`src/design/tlvd_pkg.sv`:
```
// ----------------------------------------------------------------------------
// tlvd_pkg
// Shared types and constants for the TLV message deframer.
// ----------------------------------------------------------------------------
package tlvd_pkg;

  localparam int BYTE_W  = 8;
  localparam int WORD_W  = 32;
  localparam int LEN_W   = 31;
  localparam int CNT_W   = 16;
  localparam int KIND_W  = 3;
  localparam int CFG_IDX_W = 2;
  localparam int CFG_DAT_W = 32;

  // configuration register indexes
  localparam logic [CFG_IDX_W-1:0] CFG_MAX_HDR_LEN   = 2'd0;
  localparam logic [CFG_IDX_W-1:0] CFG_MAX_CHUNK_CNT = 2'd1;
  localparam logic [CFG_IDX_W-1:0] CFG_MAX_STR_LEN   = 2'd2;

  localparam logic [LEN_W-1:0] RST_MAX_HDR_LEN   = 31'd4096;
  localparam logic [CNT_W-1:0] RST_MAX_CHUNK_CNT = 16'd256;
  localparam logic [LEN_W-1:0] RST_MAX_STR_LEN   = 31'd4096;

  typedef enum logic [KIND_W-1:0] {
    KIND_HDR_BYTE  = 3'd0,
    KIND_INT       = 3'd1,
    KIND_STR_BYTE  = 3'd2,
    KIND_STR_EMPTY = 3'd3,
    KIND_END       = 3'd4,
    KIND_ERR       = 3'd5
  } tok_kind_t;

  typedef enum logic [6:0] {
    PH_HLEN   = 7'b0000001,
    PH_HDR    = 7'b0000010,
    PH_CCNT   = 7'b0000100,
    PH_CTYPE  = 7'b0001000,
    PH_CINT   = 7'b0010000,
    PH_SLEN   = 7'b0100000,
    PH_SBYTES = 7'b1000000
  } phase_t;

  localparam logic [BYTE_W-1:0] TYPE_INT = 8'd0;
  localparam logic [BYTE_W-1:0] TYPE_STR = 8'd1;

  typedef struct packed {
    tok_kind_t          kind;
    logic [WORD_W-1:0]  data;
    logic [CNT_W-1:0]   chunk_number;
    logic               element_last;
    logic               message_last;
  } tok_t;

endpackage

```
`src/design/tlvd_intf.sv`:
```
// ----------------------------------------------------------------------------
// tlvd interfaces
// Valid/ready channels for the byte input, the token output and config writes.
// ----------------------------------------------------------------------------
interface tlvd_in_if;
  logic                        valid;
  logic                        ready;
  logic [tlvd_pkg::BYTE_W-1:0] in_byte;

  modport source (output valid, output in_byte, input ready);
  modport sink   (input valid, input in_byte, output ready);
endinterface

interface tlvd_out_if;
  logic                        valid;
  logic                        ready;
  logic [tlvd_pkg::KIND_W-1:0] token_kind;
  logic [tlvd_pkg::WORD_W-1:0] token_data;
  logic [tlvd_pkg::CNT_W-1:0]  chunk_number;
  logic                        element_last;
  logic                        message_last;

  modport source (output valid, output token_kind, output token_data,
                  output chunk_number, output element_last, output message_last,
                  input ready);
  modport sink   (input valid, input token_kind, input token_data,
                  input chunk_number, input element_last, input message_last,
                  output ready);
endinterface

interface tlvd_cfg_if;
  logic                           valid;
  logic                           ready;
  logic [tlvd_pkg::CFG_IDX_W-1:0] index;
  logic [tlvd_pkg::CFG_DAT_W-1:0] data;

  modport source (output valid, output index, output data, input ready);
  modport sink   (input valid, input index, input data, output ready);
endinterface

```
`src/design/tlv_message_deframer_core.sv`:
```
// ----------------------------------------------------------------------------
// tlv_message_deframer_core
// A token is registered in the output register, or in the skid during a stall.
// One byte per cycle while the skid is empty; phase/counter update is one pass.
// A two-deep output (register plus skid) keeps input flowing during one stall.
// Reset (rst_n, sync): start of message, counters cleared, error clear,
// limits back to 4096 / 256 / 4096.
// ----------------------------------------------------------------------------
module tlv_message_deframer_core (
  input  logic        clk,
  input  logic        rst_n,
  tlvd_in_if.sink     in_ch,
  tlvd_out_if.source  out_ch,
  tlvd_cfg_if.sink    cfg_ch
);
  import tlvd_pkg::*;

  // limits
  logic [LEN_W-1:0] max_hdr_len_r;
  logic [CNT_W-1:0] max_chunk_cnt_r;
  logic [LEN_W-1:0] max_str_len_r;

  // deframer state
  phase_t           phase_r, phase_nxt;
  logic [1:0]       wpos_r, wpos_nxt;
  logic [23:0]      pw_r, pw_nxt;
  logic [LEN_W-1:0] bytes_left_r, bytes_left_nxt;
  logic [CNT_W-1:0] chunks_left_r, chunks_left_nxt;
  logic [CNT_W-1:0] chunk_pos_r, chunk_pos_nxt;
  logic             sticky_r, sticky_nxt;

  // output register and skid
  tok_t out_r, skid_r;
  logic out_v_r, skid_v_r;

  tok_t              res;
  logic              res_v;
  logic              in_fire;
  logic [BYTE_W-1:0] b;
  logic [WORD_W-1:0] word;
  logic [LEN_W-1:0]  bl_dec;
  logic              bl_last;
  logic              cl_last;
  logic              word_neg;
  logic              hlen_big, ccnt_big, slen_big;

  assign in_ch.ready  = !skid_v_r;
  assign in_fire      = in_ch.valid && in_ch.ready;
  assign cfg_ch.ready = 1'b1;

  assign b        = in_ch.in_byte;
  assign word     = {b, pw_r};
  assign word_neg = b[7];
  assign bl_dec   = bytes_left_r - 1'b1;
  assign bl_last  = (bytes_left_r == {{(LEN_W-1){1'b0}}, 1'b1});
  assign cl_last  = (chunks_left_r == {{(CNT_W-1){1'b0}}, 1'b1});
  assign hlen_big = word[LEN_W-1:0] > max_hdr_len_r;
  assign ccnt_big = (word[LEN_W-1:CNT_W] != '0) || (word[CNT_W-1:0] > max_chunk_cnt_r);
  assign slen_big = word[LEN_W-1:0] > max_str_len_r;

  always_comb begin
    phase_nxt       = phase_r;
    wpos_nxt        = wpos_r;
    pw_nxt          = pw_r;
    bytes_left_nxt  = bytes_left_r;
    chunks_left_nxt = chunks_left_r;
    chunk_pos_nxt   = chunk_pos_r;
    sticky_nxt      = sticky_r;
    res_v           = 1'b0;
    res             = '0;
    res.kind        = KIND_ERR;

    if (sticky_r) begin
      res_v = 1'b1;
    end else begin
      case (phase_r)
        PH_HDR: begin
          bytes_left_nxt   = bl_dec;
          res_v            = 1'b1;
          res.kind         = KIND_HDR_BYTE;
          res.data         = {{(WORD_W-BYTE_W){1'b0}}, b};
          res.element_last = bl_last;
          if (bl_last) begin
            phase_nxt = PH_CCNT;
          end
        end
        PH_SBYTES: begin
          bytes_left_nxt   = bl_dec;
          res_v            = 1'b1;
          res.kind         = KIND_STR_BYTE;
          res.data         = {{(WORD_W-BYTE_W){1'b0}}, b};
          res.chunk_number = chunk_pos_r;
          res.element_last = bl_last;
          res.message_last = bl_last && cl_last;
          if (bl_last) begin
            chunks_left_nxt = chunks_left_r - 1'b1;
            chunk_pos_nxt   = cl_last ? '0 : chunk_pos_r + 1'b1;
            phase_nxt       = cl_last ? PH_HLEN : PH_CTYPE;
          end
        end
        PH_CTYPE: begin
          if (b == TYPE_INT) begin
            phase_nxt = PH_CINT;
          end else if (b == TYPE_STR) begin
            phase_nxt = PH_SLEN;
          end else begin
            sticky_nxt = 1'b1;
            res_v      = 1'b1;
          end
        end
        PH_HLEN, PH_CCNT, PH_CINT, PH_SLEN: begin
          if (wpos_r != 2'd3) begin
            // little-endian assembly of the low three bytes
            case (wpos_r)
              2'd0:    pw_nxt = {16'd0, b};
              2'd1:    pw_nxt = {8'd0, b, pw_r[7:0]};
              default: pw_nxt = {b, pw_r[15:0]};
            endcase
            wpos_nxt = wpos_r + 1'b1;
          end else begin
            pw_nxt   = '0;
            wpos_nxt = '0;
            case (phase_r)
              PH_HLEN: begin
                if (word_neg || hlen_big) begin
                  sticky_nxt = 1'b1;
                  res_v      = 1'b1;
                end else if (word == '0) begin
                  phase_nxt = PH_CCNT;
                end else begin
                  bytes_left_nxt = word[LEN_W-1:0];
                  phase_nxt      = PH_HDR;
                end
              end
              PH_CCNT: begin
                if (word_neg || ccnt_big) begin
                  sticky_nxt = 1'b1;
                  res_v      = 1'b1;
                end else if (word == '0) begin
                  res_v            = 1'b1;
                  res.kind         = KIND_END;
                  res.message_last = 1'b1;
                  phase_nxt        = PH_HLEN;
                  chunk_pos_nxt    = '0;
                end else begin
                  chunks_left_nxt = word[CNT_W-1:0];
                  chunk_pos_nxt   = '0;
                  phase_nxt       = PH_CTYPE;
                end
              end
              PH_CINT: begin
                res_v            = 1'b1;
                res.kind         = KIND_INT;
                res.data         = word;
                res.chunk_number = chunk_pos_r;
                res.message_last = cl_last;
                chunks_left_nxt  = chunks_left_r - 1'b1;
                chunk_pos_nxt    = cl_last ? '0 : chunk_pos_r + 1'b1;
                phase_nxt        = cl_last ? PH_HLEN : PH_CTYPE;
              end
              default: begin // string length
                if (word_neg || slen_big) begin
                  sticky_nxt = 1'b1;
                  res_v      = 1'b1;
                end else if (word == '0) begin
                  res_v            = 1'b1;
                  res.kind         = KIND_STR_EMPTY;
                  res.chunk_number = chunk_pos_r;
                  res.element_last = 1'b1;
                  res.message_last = cl_last;
                  chunks_left_nxt  = chunks_left_r - 1'b1;
                  chunk_pos_nxt    = cl_last ? '0 : chunk_pos_r + 1'b1;
                  phase_nxt        = cl_last ? PH_HLEN : PH_CTYPE;
                end else begin
                  bytes_left_nxt = word[LEN_W-1:0];
                  phase_nxt      = PH_SBYTES;
                end
              end
            endcase
          end
        end
        default: begin
          phase_nxt = PH_HLEN;
        end
      endcase
    end
  end

  always_ff @(posedge clk) begin
    if (!rst_n) begin
      phase_r       <= PH_HLEN;
      wpos_r        <= '0;
      pw_r          <= '0;
      bytes_left_r  <= '0;
      chunks_left_r <= '0;
      chunk_pos_r   <= '0;
      sticky_r      <= 1'b0;
    end else if (in_fire) begin
      phase_r       <= phase_nxt;
      wpos_r        <= wpos_nxt;
      pw_r          <= pw_nxt;
      bytes_left_r  <= bytes_left_nxt;
      chunks_left_r <= chunks_left_nxt;
      chunk_pos_r   <= chunk_pos_nxt;
      sticky_r      <= sticky_nxt;
    end
  end

  always_ff @(posedge clk) begin
    if (!rst_n) begin
      max_hdr_len_r   <= RST_MAX_HDR_LEN;
      max_chunk_cnt_r <= RST_MAX_CHUNK_CNT;
      max_str_len_r   <= RST_MAX_STR_LEN;
    end else if (cfg_ch.valid) begin
      case (cfg_ch.index)
        CFG_MAX_HDR_LEN:   max_hdr_len_r   <= cfg_ch.data[LEN_W-1:0];
        CFG_MAX_CHUNK_CNT: max_chunk_cnt_r <= cfg_ch.data[CNT_W-1:0];
        CFG_MAX_STR_LEN:   max_str_len_r   <= cfg_ch.data[LEN_W-1:0];
        default: ;
      endcase
    end
  end

  // output stage: token moves out, skid catches a token during a stall
  always_ff @(posedge clk) begin
    if (!rst_n) begin
      out_v_r  <= 1'b0;
      skid_v_r <= 1'b0;
    end else if (!out_v_r || out_ch.ready) begin
      out_v_r  <= skid_v_r || (in_fire && res_v);
      skid_v_r <= 1'b0;
    end else if (in_fire && res_v) begin
      skid_v_r <= 1'b1;
    end
  end

  always_ff @(posedge clk) begin
    if (!out_v_r || out_ch.ready) begin
      out_r <= skid_v_r ? skid_r : res;
    end else if (in_fire && res_v) begin
      skid_r <= res;
    end
  end

  assign out_ch.valid        = out_v_r;
  assign out_ch.token_kind   = out_r.kind;
  assign out_ch.token_data   = out_r.data;
  assign out_ch.chunk_number = out_r.chunk_number;
  assign out_ch.element_last = out_r.element_last;
  assign out_ch.message_last = out_r.message_last;

  a_skid_behind_out: assert property (@(posedge clk) disable iff (!rst_n)
    skid_v_r |-> out_v_r)
    else $error("skid holds a token while output register is empty");

  a_sticky_holds: assert property (@(posedge clk) disable iff (!rst_n)
    sticky_r |=> sticky_r)
    else $error("sticky error cleared without reset");

  a_err_emits: assert property (@(posedge clk) disable iff (!rst_n)
    (in_fire && sticky_r) |=> out_v_r)
    else $error("byte taken in error state produced no token");

  a_end_is_last: assert property (@(posedge clk) disable iff (!rst_n)
    (out_v_r && out_r.kind == KIND_END) |-> out_r.message_last)
    else $error("end token without message_last");

endmodule
```
`src/flat_wrapper.sv`:
```
// flat-port wrapper written by rule: the top's interface ports become plain ports
module tlv_message_deframer_core_flat import tlvd_pkg::*;
  (clk, rst_n, in_ch_valid, in_ch_in_byte, in_ch_ready, out_ch_valid, out_ch_token_kind, out_ch_token_data, out_ch_chunk_number, out_ch_element_last, out_ch_message_last, out_ch_ready, cfg_ch_valid, cfg_ch_index, cfg_ch_data, cfg_ch_ready);
  tlvd_in_if in_ch_i ();
  tlvd_out_if out_ch_i ();
  tlvd_cfg_if cfg_ch_i ();
  input  logic clk;
  input  logic rst_n;
  input wire logic [$bits(in_ch_i.valid)-1:0] in_ch_valid;
  input wire logic [$bits(in_ch_i.in_byte)-1:0] in_ch_in_byte;
  output wire logic [$bits(in_ch_i.ready)-1:0] in_ch_ready;
  output wire logic [$bits(out_ch_i.valid)-1:0] out_ch_valid;
  output wire logic [$bits(out_ch_i.token_kind)-1:0] out_ch_token_kind;
  output wire logic [$bits(out_ch_i.token_data)-1:0] out_ch_token_data;
  output wire logic [$bits(out_ch_i.chunk_number)-1:0] out_ch_chunk_number;
  output wire logic [$bits(out_ch_i.element_last)-1:0] out_ch_element_last;
  output wire logic [$bits(out_ch_i.message_last)-1:0] out_ch_message_last;
  input wire logic [$bits(out_ch_i.ready)-1:0] out_ch_ready;
  input wire logic [$bits(cfg_ch_i.valid)-1:0] cfg_ch_valid;
  input wire logic [$bits(cfg_ch_i.index)-1:0] cfg_ch_index;
  input wire logic [$bits(cfg_ch_i.data)-1:0] cfg_ch_data;
  output wire logic [$bits(cfg_ch_i.ready)-1:0] cfg_ch_ready;
  assign in_ch_i.valid = in_ch_valid;
  assign in_ch_i.in_byte = in_ch_in_byte;
  assign in_ch_ready = in_ch_i.ready;
  assign out_ch_valid = out_ch_i.valid;
  assign out_ch_token_kind = out_ch_i.token_kind;
  assign out_ch_token_data = out_ch_i.token_data;
  assign out_ch_chunk_number = out_ch_i.chunk_number;
  assign out_ch_element_last = out_ch_i.element_last;
  assign out_ch_message_last = out_ch_i.message_last;
  assign out_ch_i.ready = out_ch_ready;
  assign cfg_ch_i.valid = cfg_ch_valid;
  assign cfg_ch_i.index = cfg_ch_index;
  assign cfg_ch_i.data = cfg_ch_data;
  assign cfg_ch_ready = cfg_ch_i.ready;
  tlv_message_deframer_core u_core (.clk(clk), .rst_n(rst_n), .in_ch(in_ch_i), .out_ch(out_ch_i), .cfg_ch(cfg_ch_i));
endmodule
```
`config.mk`:
```
export PLATFORM = sky130hd
export DESIGN_NAME = tlv_message_deframer_core_flat
export DESIGN_NICKNAME = d
export VERILOG_FILES = /design/src/design/tlvd_pkg.sv /design/src/design/tlvd_intf.sv /design/src/design/tlv_message_deframer_core.sv /design/src/flat_wrapper.sv
export SDC_FILE = /design/constraint.sdc
export NUM_CORES = 1
export LEC_CHECK = 0
export ABC_CLOCK_PERIOD_IN_PS = 9410
export BUFFER_PORTS_ARGS = -buffer_cell sky130_fd_sc_hd__clkbuf_2
export CORE_UTILIZATION = 50
export DETAILED_ROUTE_END_ITERATION = 7
export HOLD_SLACK_MARGIN = 0.02
export PLACE_DENSITY = 0.76
export SETUP_SLACK_MARGIN = 0.3
export SLEW_MARGIN = 20
export SYNTH_ARGS = -nofsm -noshare
export SYNTH_HDL_FRONTEND = slang
export SYNTH_SLANG_ARGS = --single-unit
```
`constraint.sdc`:
```
create_clock -name clk -period 9.41 [get_ports clk]
set_input_delay 1.882 -clock clk [delete_from_list [all_inputs] [get_ports clk]]
set_output_delay 1.882 -clock clk [all_outputs]
set_load 0.05 [all_outputs]
```
==> flow_metrics.py <==
metrics = {
    "detailed_routing": {
        "route.antenna.remaining_nets": 0,
        "routedWlPerCell_um": 18.11,
        "vias_per_cell": 6.041,
        "drc": 0,
        "vias": 12950,
        "routed_wl_mm": 38.83,
        "firstDrtPassIters": 6,
        "drt-initial-drc-count": 1169,
    },
    "global_route": {
        "grt_max_degree": 79,
        "grt_pass1_vias": 12100,
        "grt_overflow": 0,
        "grt_pass1_wl_mm": 62.25,
        "antenna_found_initial": 1,
        "grt_usage": 0.2492,
    },
    "logic_synthesis": {
        "synth_ff_type": "dfxtp_1",
        "yosysTopAreaCell": "dfxtp_1",
        "syn_nets": 1826,
        "synth_cell_type_count": 86,
        "synth_area_leaders": "dfxtp_1, edfxtp_1, ha_1",
        "synth_edf_count": 106,
        "syn_inst": 1692,
        "ys_async_sr_fraction": 0,
        "syn-cell-area_um2": 14980,
        "ys_ff_latch": 283,
        "synth_area_per_cell_um2": 8.855,
        "yosysWarnings": 0,
        "synth_top_area_share": 0.2365,
        "synth_seq_area_share": 0.4490,
    },
    "sta": {
        "max_slew_margin": 0.3059,
        "final-max-slew-violation-count": 0,
        "worstMarginPinSlew_ns": 1.041,
        "rsz0062_at_grt": "no",
        "min_period_over_period": 0.5711,
        "fmax_ghz": 0.1861,
        "setup_tns_ns": 0,
        "setup_viol": 0,
        "hold_viol": 0,
        "final.min_clock_period_ns": 5.374,
        "skew_ns": 0.01299,
    },
    "die": {
        "die_area_um2": 30660,
        "rows": 63,
        "io_pins": 103,
        "core_region_area_um2": 29560,
        "die_h_um": 175.1,
        "die_w_um": 175.1,
        "start_util": 0.5068,
    },
    "status": {
        "run_status": "finished clean",
    },
    "job": {
        "drv_cap": 0,
    },
    "power": {
        "power_density_nw_per_um2": 165.7,
        "leakagePower_uw": 0.006426,
        "irDropWorstVdd_mv": 0.1365,
    },
    "clock_network": {
        "cts_resized": 0,
        "clock-sinks": 283,
        "cts-hold-fix-buffers": 0,
        "clock_latency_ns": 0.56,
        "post-cts-setup-buffer-count": 0,
        "cts_max_level": 1,
        "root_buffer": "clkbuf_16",
        "cts-buffers-inserted": 30,
        "cts_tree": "built",
        "clkTransAtPathRegs_ns": 0.06,
        "cts_buffer_depth": 3,
    },
    "layout": {
        "synthToLayoutAreaGrowth_pct": 11.50,
        "utilization": 0.5651,
        "nNetsFinal": 1863,
        "drive_gt1_frac": 0.1415,
    },
    "worst_setup_path": {
        "rrSetupSlack_ns": 5.36,
        "critical_path_buf_inv_count": 2,
        "crit_chain": "clkbuf_2 -> ha_1 -> nand3_1 -> nor4_1 -> o21ai_0 -> o2111ai_1 -> o211ai_2 -> a311o_1 -> and3_1 -> nor3_2 -> buf_4",
        "path_delay_family": "compound AO/OA/AOI/OAI gates",
        "slowest_stage": "nor4_1",
        "crit_type": "in2reg",
        "crit_fanout": 53,
        "critPathArrivalTime_ns": 5.57,
        "worst-path-stages": 11,
        "end_kind": "register",
        "crit_path_start_kind": "input port",
        "worstPathRequired_ns": 9.60,
        "reg2regPathDepth": 11,
        "crit_path_max_incr_delay_ns": 0.61,
    },
    "min_path": {
        "hold_class": "reg2reg",
        "min_path_cells": 2,
    },
    "place": {
        "io_buffers": 100,
        "gp_congestion": 0.9233,
        "hpwlAfterDp_mm": 25.86,
    },
}
sequential cells by signal, summed over array words and instances, names as in the netlist, 2 cells and up:
name / count
u_core.bytes_left_r: 31
u_core.chunk_pos_r: 16
u_core.chunks_left_r: 16
u_core.max_chunk_cnt_r: 16
u_core.max_hdr_len_r: 31
u_core.max_str_len_r: 31
u_core.out_ch.chunk_number: 16
u_core.out_ch.token_data: 32
u_core.out_ch.token_kind: 3
u_core.phase_r: 7
u_core.pw_r: 24
u_core.skid_r: 53
u_core.wpos_r: 2
power by group:
group	internal, uW	total [uW]	switching (uW)
Combinational	76.0	231	155
Sequential	1280	1310	27.4
Clock	742	1230	488
Total	2100	2770	671
Yosys cell counts, types with 3 or more instances:
cell type	n
nor3b_1	3
buf_1	11
o41ai_1	5
nor3_1	42
and4_1	4
and3_1	16
dfxtp_1	177
nor2_1	107
nand3_1	50
ha_1	87
o22ai_1	6
or4_4	3
o32ai_1	8
clkbuf_1	79
o21ai_0	52
nor4_1	17
inv_1	92
a22oi_1	14
nand4_1	28
o221a_2	5
nor2b_1	8
o21a_1	4
nand3b_1	6
mux2i_1	7
o311ai_0	20
or4_1	7
buf_2	15
and2_1	47
edfxtp_1	106
nand4b_1	5
or2_1	3
a211oi_1	9
or3_1	6
nor4b_1	3
a21oi_1	194
o21ai_1	11
a21o_1	4
o211ai_1	12
nand2b_1	7
nand2_1	261
mux2_2	51
nor4_2	3
a31oi_1	13
o31ai_1	29
a41oi_1	4
cells in the final DEF (no fill, tap or decap), drive strengths merged, types with 9 or more instances in the layout:
cell / netlist / layout
nor2: 108 / 108
nand4: 29 / 29
inv: 92 / 93
o311ai: 20 / 20
clkbuf: 80 / 139
a21oi: 195 / 195
a31oi: 14 / 14
or4: 10 / 10
nor4: 21 / 21
mux2: 51 / 51
o21ai: 63 / 63
o31ai: 29 / 29
and3: 16 / 16
a22oi: 14 / 14
dfxtp: 177 / 177
nor3: 44 / 44
edfxtp: 106 / 106
a211oi: 10 / 10
ha: 87 / 87
and2: 48 / 48
buf: 29 / 14
nand2: 262 / 262
o211ai: 13 / 13
clkinv: 0 / 9
nand3: 50 / 50
cell type report:
cell class / count / area, um2
timing repair buffer: 114 / 605.6
multi-input combinational: 1208 / 7502
antenna: 1 / 2.502
sequential: 283 / 6726
fill: 2554 / 12850
clock inverter: 17 / 225.2
inverter: 92 / 347.8
tap: 390 / 488.0
clock buffer: 39 / 807.0
final timing paths:
kind                            startpoint                       to
setup / recovery          in_ch_in_byte[3]        u_core.skid_r[36]
hold / removal     u_core.max_hdr_len_r[9]  u_core.max_hdr_len_r[9]
setup reg to reg  u_core.max_str_len_r[28]        u_core.skid_r[36]
hold reg to reg    u_core.max_hdr_len_r[9]  u_core.max_hdr_len_r[9]
cells by family after synthesis:
kind of cell    Yosys count  share of synthesized area
simple gates            640                     0.2075
compound gates          419                     0.1732
flops                   283                     0.4490
buf+inv                 201                    0.05270
fa+ha+maj                87                    0.07266
mux                      58                    0.04301
xor+xnor                  3                   0.001754
other cells               1                  0.0002503
worst min-delay path, cell delays in order (launching register included):
cell     delay [ns]
dfxtp_1        0.31
nand2_1        0.05
a21oi_1        0.05
layer usage:
layer	share of wire	track usage	vias to the layer above
met4	0.033	0.08877	0
met5	0	0	-
met2	0.44	0.3932	554
li1	-	-	6186
met1	0.44	0.3413	6109
met3	0.084	0.04569	103
through the flow:
stage	cell area, um2	setup slack [ns]	total power [uW]	instances	hold WS (ns)
floorplan	14980	1.642	1481	1692	0.4363
global placement	15670	3.596	1550	2087	0.4431
detailed placement	15670	3.502	1559	2087	0.4473
CTS	16700	4.086	2783	2143	0.4547
global route	16700	3.831	2863	2143	0.4738
finish	16700	4.036	2769	2144	0.4545
(Power assumes the default switching activity.)
